## config.mk

```make
export PLATFORM = sky130hd
export DESIGN_NAME = wswm_ctrl
export DESIGN_NICKNAME = d
export VERILOG_FILES = /design/src/hdl/wswm_pkg.sv /design/src/hdl/wswm_ctrl.sv
export SDC_FILE = /design/constraint.sdc
export NUM_CORES = 1
export LEC_CHECK = 0
export BUFFER_PORTS_ARGS = -buffer_cell sky130_fd_sc_hd__buf_2
export CORE_AREA = 2 2 39 41
export CTS_BUF_LIST = sky130_fd_sc_hd__clkbuf_4 sky130_fd_sc_hd__clkbuf_8
export CTS_CLUSTER_SIZE = 40
export DETAILED_ROUTE_END_ITERATION = 7
export DIE_AREA = 0 0 41 43
export PLACE_DENSITY_LB_ADDON = 0.05
export SYNTH_ARGS = -nofsm -noshare
export SYNTH_HDL_FRONTEND = slang
export SYNTH_SLANG_ARGS = --single-unit
```

## constraint.sdc

```tcl
create_clock -name aclk -period 3.67 [get_ports aclk]
set_clock_uncertainty 0.15 [all_clocks]
set_input_delay 0.734 -clock aclk [delete_from_list [all_inputs] [get_ports aclk]]
set_output_delay 0.734 -clock aclk [all_outputs]
set_load 0.01 [all_outputs]
```

## src/hdl/wswm_pkg.sv

```systemverilog
// wswm_pkg: shared types, widths and constants of the working-set window monitor.
// Used by wswm_ctrl, wswm_datapath, working_set_window_monitor and its testbench.
`default_nettype none

package wswm_pkg;

    localparam int ADDR_W      = 32;
    localparam int PSL_W       = 5;
    localparam int WL_W        = 6;
    localparam int CFG_IDX_W   = 1;
    localparam int CFG_DATA_W  = 6;
    localparam int WNUM_W      = 16;
    localparam int WSS_W       = 6;
    localparam int TOT_W       = 9;
    localparam int M_TDATA_W   = WNUM_W + WSS_W + TOT_W + 1;

    localparam int WINDOW_MAX_DEF = 32;
    localparam int TOTAL_MAX_DEF  = 256;
    localparam int ADDR_BITS_DEF  = 32;

    localparam logic [PSL_W-1:0] PSL_RESET = 5'd12;
    localparam logic [WL_W-1:0]  WL_RESET  = 6'd16;
    localparam logic [PSL_W-1:0] MIN_SHIFT = 5'd2;

    localparam logic [CFG_IDX_W-1:0] REG_PAGE_SIZE_LOG2 = 1'd0;
    localparam logic [CFG_IDX_W-1:0] REG_WINDOW_LENGTH  = 1'd1;

    typedef enum logic [2:0] {
        ST_IDLE,
        ST_SCAN,
        ST_UPDATE,
        ST_CHECK,
        ST_CLOSE
    } state_t;

    typedef struct packed {
        logic load;
        logic scan;
        logic update;
        logic close;
    } cmd_t;

    typedef struct packed {
        logic scan_done;
        logic close_due;
        logic out_free;
    } status_t;

endpackage

`default_nettype wire

```

## src/hdl/wswm_ctrl.sv

```systemverilog
// wswm_ctrl: sequencer of the working-set window monitor.
// Depends on wswm_pkg; drives commands to wswm_datapath from its status.
`default_nettype none

module wswm_ctrl (
    input  wire logic              aclk,
    input  wire logic              aresetn,
    input  wire logic              s_tvalid,
    input  wire logic              s_tuser,
    output logic                   s_tready,
    input  wire wswm_pkg::status_t status,
    output wswm_pkg::cmd_t         cmd
);

    wswm_pkg::state_t state_reg;
    wswm_pkg::state_t state_next;

    always_ff @(posedge aclk) begin
        if (!aresetn) begin
            state_reg <= wswm_pkg::ST_IDLE;
        end else begin
            state_reg <= state_next;
        end
    end

    always_comb begin
        state_next = state_reg;
        cmd        = '0;
        s_tready   = 1'b0;
        unique case (state_reg)
            wswm_pkg::ST_IDLE: begin
                s_tready = 1'b1;
                if (s_tvalid) begin
                    cmd.load   = 1'b1;
                    state_next = s_tuser ? wswm_pkg::ST_CLOSE : wswm_pkg::ST_SCAN;
                end
            end
            wswm_pkg::ST_SCAN: begin
                cmd.scan = 1'b1;
                if (status.scan_done) begin
                    state_next = wswm_pkg::ST_UPDATE;
                end
            end
            wswm_pkg::ST_UPDATE: begin
                cmd.update = 1'b1;
                state_next = wswm_pkg::ST_CHECK;
            end
            wswm_pkg::ST_CHECK: begin
                state_next = status.close_due ? wswm_pkg::ST_CLOSE : wswm_pkg::ST_IDLE;
            end
            wswm_pkg::ST_CLOSE: begin
                if (status.out_free) begin
                    cmd.close  = 1'b1;
                    state_next = wswm_pkg::ST_IDLE;
                end
            end
            default: begin
                state_next = wswm_pkg::ST_IDLE;
            end
        endcase
    end

endmodule

`default_nettype wire

```

==> results of run 1 <==
-- routing by layer --
layer | track usage [%] | vias to the layer above | part of all wire, %
met5 | 0 | - | 0
met4 | 2.00 | 0 | 0
met3 | 7.85 | 0 | 5.4
met2 | 13.1 | 7 | 48
met1 | 12.8 | 118 | 46
li1 | - | 133 | -
-- logic make-up after synthesis --
| group | after synthesis | share of synthesized area (%) |
|---|---|---|
| AND/OR/NAND/NOR | 17 | 43.7 |
| multiplexers | 1 | 4.17 |
| buffers and inverters | 3 | 7.29 |
| AO/OA/AOI/OAI | 6 | 19.8 |
| flip-flops | 3 | 25.0 |
-- metrics by stage --
step                hold slack (ps)  area, sq um  cells
floorplan                       471          240     30
CTS                             503          328     58
global route                    551          328     58
global placement                487          298     54
finish                          502          328     58
detailed placement              496          298     54
-- layout by cell type (no fill, tap or decap), drive strengths merged, types with 2 or more instances in the layout --
cell / count
a21oi: 3
and2: 2
buf: 11
clkbuf: 4
dfxtp: 3
nand2: 2
nand2b: 2
nor2: 2
nor2b: 2
-- final cells by class --
| class | count | area [sq um] |
|---|---|---|
| fill | 156 | 1060 |
| sequential | 3 | 60.1 |
| multi-input combinational | 24 | 163 |
| clock buffer | 4 | 30.0 |
| tap | 16 | 20.0 |
| timing repair buffer | 11 | 55.1 |
-- critical path, stage by stage --
cell and delay [ps]:
buf_2 90, nor4bb_1 250, buf_2 170
-- worst max-delay path by stage --
stage	startpoint	endpoint	slack [ps]	depth (start not counted)
finish	status[0]	cmd[0]	1540	3
global route	state_reg[0]	cmd[3]	1430	3
CTS	status[0]	cmd[0]	1530	3
detailed placement	status[0]	cmd[0]	1530	3
global placement	status[0]	cmd[0]	1570	3
floorplan	status[0]	cmd[0]	1610	1
-- where the power goes --
| group | leakage [nW] | internal, mW | switching, mW |
|---|---|---|---|
| combinational | 0.0989 | 0.0182 | 0.0144 |
| sequential | 0.0246 | 0.0358 | 0.00871 |
| clock | 0.0184 | 0.0481 | 0.0169 |
| total | 0.142 | 0.102 | 0.0400 |
==> metrics, run 1 <==
status complete, no violations; fin util 23.7%; post-route ant nets 0; CTS Hold Bufs 0; vias per cell 4.45; pin count of the biggest net entering global routing 14; IO Pins 12; Final Worst Setup Slack 1540 ps; Worst setup SP type input port; Worst Path Max Fanout 2; Max Cap Viol 0; GPL Wtd Cong 0.627; FF-to-FF path depth 3; ranking of synthesized cells by area dfxtp_1, a21oi_1, a2111oi_2, and2_1, nand2b_1; worst hold endpoint state_reg[0]; Mean Syn Cell Area 8.01 sq um; layout cell share with drive strength beyond 1 38.1%; pwr/cell area 433 mW/mm^2; Setup violations, final 0; reg2reg end state_reg[2]; RSZ-0062 raised after global routing no; worst slew pin tran 433 ps; Root Buffer clkbuf_4; Largest register FFs 3; ANT cells 0; DIE AREA 0.00176 sq mm; min cycle time layout 2130 ps; Starting Density 17.4%; Initial DRC Count 0; origin of the worst min-delay path state_reg[0]; Clock Latency Late Sink 230 ps; FFs w/ async S/R, synth 0%; Crit. End Element primary output; Max Transition Viols Final 0; clk sink count 3; Syn Nets 37; Hold WC Path Type reg2reg; drt drc 0; peak supply drop 192 uV; Post-synth EDFFs 0; total track usage 10.0%; PortBufs 11; vias 258; die height 43 microns; Leak 0.142 nW; # nets final 50; Yosys reg bits 3; Netlist cell types 20; setup TNS 0 ps; Synth Cell Area 240 sq um; Clk pin slew, worst setup/hold paths 40 ps; hold path cells 2; Total Power 0.142 mW; final WL 649 microns; Placeable Area 0.00138 sq mm; die width 41 microns; gr ovfl total 0; R2R setup slack 2220 ps; post-synthesis sequential area ratio 25.0%; post-synth top area cell dfxtp_1; Synth top area share 25.0%; area grow syn2layout 36.5%; Synth top cells by count a21oi_1, dfxtp_1; Req. time, crit path 2790 ps; CTS tree yes; Setup WS pre-CTS 1530 ps; worst r2r src state_reg[0]; initial antenna violation count 0; Max Clk Rate 0.470 GHz; number of global-route vias before repair 253; Worst slew margin 71.1%; PostCTS Resize Cnt 0; Cell Rows 14; htree depth 1; clock buffer depth 2; post-CTS setup buffer count 0; Syn Inst Count 30; Hold Vio Cnt, Final 0; drt first pass iters 1; first-pass GRT wire length 1.12 mm; CP Class in2out; DP HPWL 473 microns; YS warnings 0; routed len/inst 11.2 microns; Final period util 58.0%; worst path arrival time 1250 ps; Num CTS Buffers 3; main flop type after synthesis dfxtp_1
No activity file was read; power rests on OpenSTA's default activity.
==> inputs of run 2 (changes only) <==
- clock period: 3.67 -> 2.15 ns (I/O delays scaled with it)
==> run 2 against run 1 <==
Utilization unchanged. Setup slack worse by 1200 ps. Non-clock buffer count unchanged. Cell area is the same. Clock-buffer cell count stayed put.
==> metrics, run 2 (synthesized netlist as in run 1, its figures left out) <==
peak supply drop 309 uV (+61%); total track usage 9.33% (-0.69 points); Final period util 83.7%; IO Pins 12 (unchanged); drt first pass iters 3 (+2); Layout fillers 164 (+5.1%); # nets final 50 (unchanged); Max Clk Rate 0.555 GHz; CTS tree yes; htree depth 1 (unchanged); die height 43 microns (unchanged); Req. time, crit path 1570 ps (-1220 ps); Slowest Stage Delay on Critical Path 560 ps (+310 ps); die width 41 microns (unchanged); most common cell after layout, fill and taps aside buf_2; vias per cell 4.45 (unchanged); drt drc 0 (unchanged); DIE AREA 0.00176 sq mm (unchanged); Worst Path Max Fanout 13 (+11); CP Class reg2out; RSZ-0062 raised after global routing no; hold path cells 2 (unchanged); Placeable Area 0.00138 sq mm (unchanged); worst hold endpoint state_reg[2]; gr ovfl total 0 (unchanged); status complete, no violations; Largest register FFs 3 (unchanged); worst r2r src state_reg[0]; routed len/inst 11.3 microns (+0.62%); Hold WC Path Type in2reg; clock buffer depth 2 (unchanged); FF-to-FF path depth 3 (unchanged); slowest cell on the critical path dfxtp_1; post-route ant nets 0 (unchanged); GPL Wtd Cong 0.617 (-1.7%); worst path arrival time 1220 ps (-30 ps); fin util 23.7% (unchanged); number of global-route vias before repair 246 (-2.8%); pwr/cell area 742 mW/mm^2 (+71%); Num CTS Buffers 3 (unchanged); Clock Latency Late Sink 230 ps (about the same); Cell Rows 14 (unchanged); ANT cells 0 (unchanged); most frequent cells in the layout buf_2, clkbuf_4, a21oi_1, dfxtp_1; Leak 0.142 nW (unchanged); CTS Hold Bufs 0 (unchanged); area grow syn2layout 36.5% (unchanged); clk sink count 3 (unchanged); first-pass GRT wire length 1.03 mm (-8.0%); Clk pin slew, worst setup/hold paths 40 ps (about the same); Worst slew margin 72.9% (+1.8 points); Largest delay share family, worst path flip-flops; Root Buffer clkbuf_4; cells along the critical path nor3_1, and2_1, buf_2; vias 258 (unchanged); Worst setup SP type register; setup TNS 0 ps (unchanged); Initial DRC Count 3 (+3); DP HPWL 500 microns (+5.6%); Max Transition Viols Final 0 (unchanged); pin count of the biggest net entering global routing 14 (unchanged); worst slew pin tran 406 ps (-27.2 ps); min cycle time layout 1800 ps; Starting Density 17.4% (unchanged); Buf/Inv on CP 1 (-1); R2R setup slack 720 ps (-1500 ps); Hold Vio Cnt, Final 0 (unchanged); origin of the worst min-delay path aresetn; layout cell share with drive strength beyond 1 38.1% (unchanged); reg2reg end state_reg[2]; post-CTS setup buffer count 0 (unchanged); Total Power 0.243 mW (+71%); Crit. End Element primary output; Setup violations, final 0 (unchanged); Max Cap Viol 0 (unchanged); final WL 653 microns (+0.62%); PostCTS Resize Cnt 0 (unchanged); PortBufs 11 (unchanged); initial antenna violation count 0 (unchanged)
run 2: cell counts in the layout (fill, tap and decap cells not counted):
No cell type changed its count.
run 2: area by class of cell:
type / count / area (sq um) / share of cell area [%]
multi-input combinational: 24 / 163 / 49.6
sequential: 3 / 60.1 / 18.3
timing repair buffer: 11 / 55.1 / 16.8
clock buffer: 4 / 30.0 / 9.16
tap: 16 / 20.0 / 6.11
run 2: metal layers:
layer	vias up	wire length (microns)	track usage, %
met3	0	33	7.85
met4	0	0	4.00
met5	-	0	0
li1	131	-	-
met1	120	287	10.6
met2	7	332	12.2
run 2: power by group:
group,switching (mW),total (mW),internal [mW]
Clock,0.0293,0.111,0.0821
Sequential,0.0136,0.0747,0.0611
Combinational,0.0261,0.0571,0.0311
run 2: worst max path at each step:
stage                     slack, ps     end          from  depth (start not counted)
after floorplan                 530  cmd[3]  state_reg[0]                          3
after global placement          620  cmd[3]  state_reg[0]                          3
after detailed placement        570  cmd[0]     status[0]                          3
after CTS                       330  cmd[3]  state_reg[0]                          3
after global routing            230  cmd[3]  state_reg[0]                          3
final                           350  cmd[3]  state_reg[0]                          3
run 2: worst reg2reg max path: cells and delay by family (launching register included):
| kind | cells | cell delay [ps] |
|---|---|---|
| AO/OA/AOI/OAI | 2 | 420 |
| flip-flops | 1 | 560 |
| AND/OR/NAND/NOR | 1 | 190 |
run 2: through the flow:
step | area (sq um) | worst slack, ps | cells | hold WS (ps)
after global placement | 298 | 623 | 54 | 470
after floorplan | 240 | 525 | 30 | 411
after CTS | 328 | 331 | 58 | 284
after global routing | 328 | 230 | 58 | 278
final | 328 | 350 | 58 | 293
after detailed placement | 298 | 571 | 54 | 472
==> inputs of run 3 (changes only) <==
- clock period: 2.15 -> 1.5 ns (I/O delays scaled with it)
==> run 3 against run 2 <==
Flip-flop and latch count is the same. Largest power group unchanged. Die area unchanged. Register-to-register slack worse by 660 ps. First-iteration DRC count down 33%. Power increased by 55%. Cell area is 23% higher. Clock-buffer cell count did not move. Sequential power is 42% higher. Final cell count increased by 10%. Global-route usage up 1.2 points. Largest cell class unchanged. Combinational power increased by 96%.
==> metrics, run 3 (synthesized netlist as in run 1, its figures left out) <==
RSZ-0062 raised after global routing yes; Max Transition Viols Final 0 (unchanged); first-pass GRT wire length 1.20 mm (+17%); DP HPWL 475 microns (-5.0%); CP Class reg2out; Seq pwr share 27.9% (-2.8 points); Req. time, crit path 1050 ps (-520 ps); Worst setup SP type register; Final period util 98.5%; Root Buffer clkbuf_4; Starting Density 17.4% (unchanged); final WL 671 microns (+2.8%); gr ovfl total 0 (unchanged); PortBufs 11 (unchanged); worst slew pin tran 298 ps (-108 ps); min cycle time layout 1480 ps; number of global-route vias before repair 267 (+8.5%); sw power 0.107 mW (+55%); dpl cell area 298 sq um (unchanged); Sw Ratio 28.3% (-0.034 points); initial antenna violation count 0 (unchanged); Crit. End Element primary output; Hold WC Path Type in2reg; die height 43 microns (unchanged); Setup crit start state_reg[1]; area grow syn2layout 67.2%; status complete, no violations; post-route ant nets 0 (unchanged); layout cell share with drive strength beyond 1 56.3% (+18 points); total track usage 10.5% (+1.2 points); Setup WS pre-CTS 91.8 ps (-479 ps); worst r2r src state_reg[0]; Buf/Inv on CP 1 (unchanged); htree depth 1 (unchanged); Setup violations, final 0 (unchanged); clock buffer depth 2 (unchanged); Slowest Stage Delay on Critical Path 370 ps (-190 ps); Clk network pwr share 42.6% (-3.2 points); CTS tree yes; routed len/inst 10.5 microns (-6.9%); Clk pin slew, worst setup/hold paths 40 ps (about the same); ANT cells 0 (unchanged); # nets final 56 (+12%); Total Power 0.378 mW (+55%); worst path arrival time 1030 ps (-190 ps); drt first pass iters 2 (-1); Worst slew margin 80.1% (+7.2 points); peak supply drop 195 uV (-37%); die width 41 microns (unchanged); DIE AREA 0.00176 sq mm (unchanged); Worst Path Max Fanout 8 (-5); slowest cell on the critical path dfxtp_4; Leak 0.181 nW (+27%); origin of the worst min-delay path aresetn; most common cell after layout, fill and taps aside buf_2; Largest delay share family, worst path flip-flops; Worst Hold Margin 162 ps (-132 ps); vias 280 (+8.5%); Final Cell Area 402 sq um (+23%); Hold Vio Cnt, Final 0 (unchanged); Pint 0.271 mW (+56%); Initial DRC Count 2 (-1); IO Pins 12 (unchanged); clk sink count 3 (unchanged); Max Clk Rate 0.677 GHz; pin count of the biggest net entering global routing 13 (-1); Layout fillers 158 (-3.7%); combinational share of power 29.5% (+6.0 points); Num CTS Buffers 3 (unchanged); vias per cell 4.38 (-1.6%); pwr/cell area 942 mW/mm^2 (+27%); most frequent cells in the layout buf_2, buf_4, clkbuf_4, a21oi_1, dfxtp_4; Largest register FFs 3 (unchanged); drt drc 0 (unchanged); Clock Latency Late Sink 230 ps (about the same); CTS Hold Bufs 0 (unchanged); GPL Wtd Cong 0.646 (+4.7%); Max Cap Viol 0 (unchanged); Final Worst Setup Slack 22.5 ps (-327 ps); Placeable Area 0.00138 sq mm (unchanged); Cell Rows 14 (unchanged); cells along the critical path nor4bb_2, buf_2
-- run 3: cell count changes in the layout (fill, tap and decap cells not counted), sizes merged --
cell and delta:
buf +6
-- run 3: cell type report --
cell class	count	area [sq um]	share of cell area, %
Clock buffer	4	30.0	7.48
Timing Repair Buffer	17	100	24.9
Multi-Input combinational cell	24	180	44.9
Sequential cell	3	71.3	17.8
Tap cell	16	20.0	4.98
-- run 3: through the flow --
step	std cells	setup TNS [ps]	util [%]
2_1_floorplan	30	0	-
3_3_place_gp	54	0	21.5
3_5_place_dp	54	0	21.5
4_1_cts	59	-2.46	25.9
5_1_grt	64	-143	29.0
6_report	64	0	29.0
-- run 3: final timing paths --
kind,end,slack [ps],cells after the start
max,cmd[0],20,2
min,state_reg[2],160,2
max reg2reg,state_reg[2],60,4
min reg2reg,state_reg[0],520,3
-- run 3: timing repair --
item / 4_1_cts / 5_1_grt
pin swaps: 0 / 2
setup buffers: 1 / 5
gates resized for setup: 8 / 1
hold endpoints to repair: 0 / 0
endpoints found under the setup margin: 5 / 3
-- run 3: worst reg2reg max path, cell delays in order (launching register included) --
cell and delay [ps]:
dfxtp_4 360, buf_4 150, or3b_1 370, a21oi_1 160, o311a_1 180
-- run 3: per-layer routing --
layer	routed length [microns]	up-vias	track usage (%)
li1	-	145	-
met1	282	128	13.2
met2	369	7	14.4
met3	19	0	4.71
met4	0	0	6.00
met5	0	-	0
-- run 3: power groups by stage --
stage,Clock (mW),Sequential [mW],Combinational (mW)
2_1_floorplan,0,0.0912,0.0717
3_3_place_gp,0,0.108,0.0806
6_report,0.161,0.106,0.112
4_1_cts,0.164,0.110,0.0923
5_1_grt,0.176,0.108,0.126
3_5_place_dp,0,0.108,0.0821
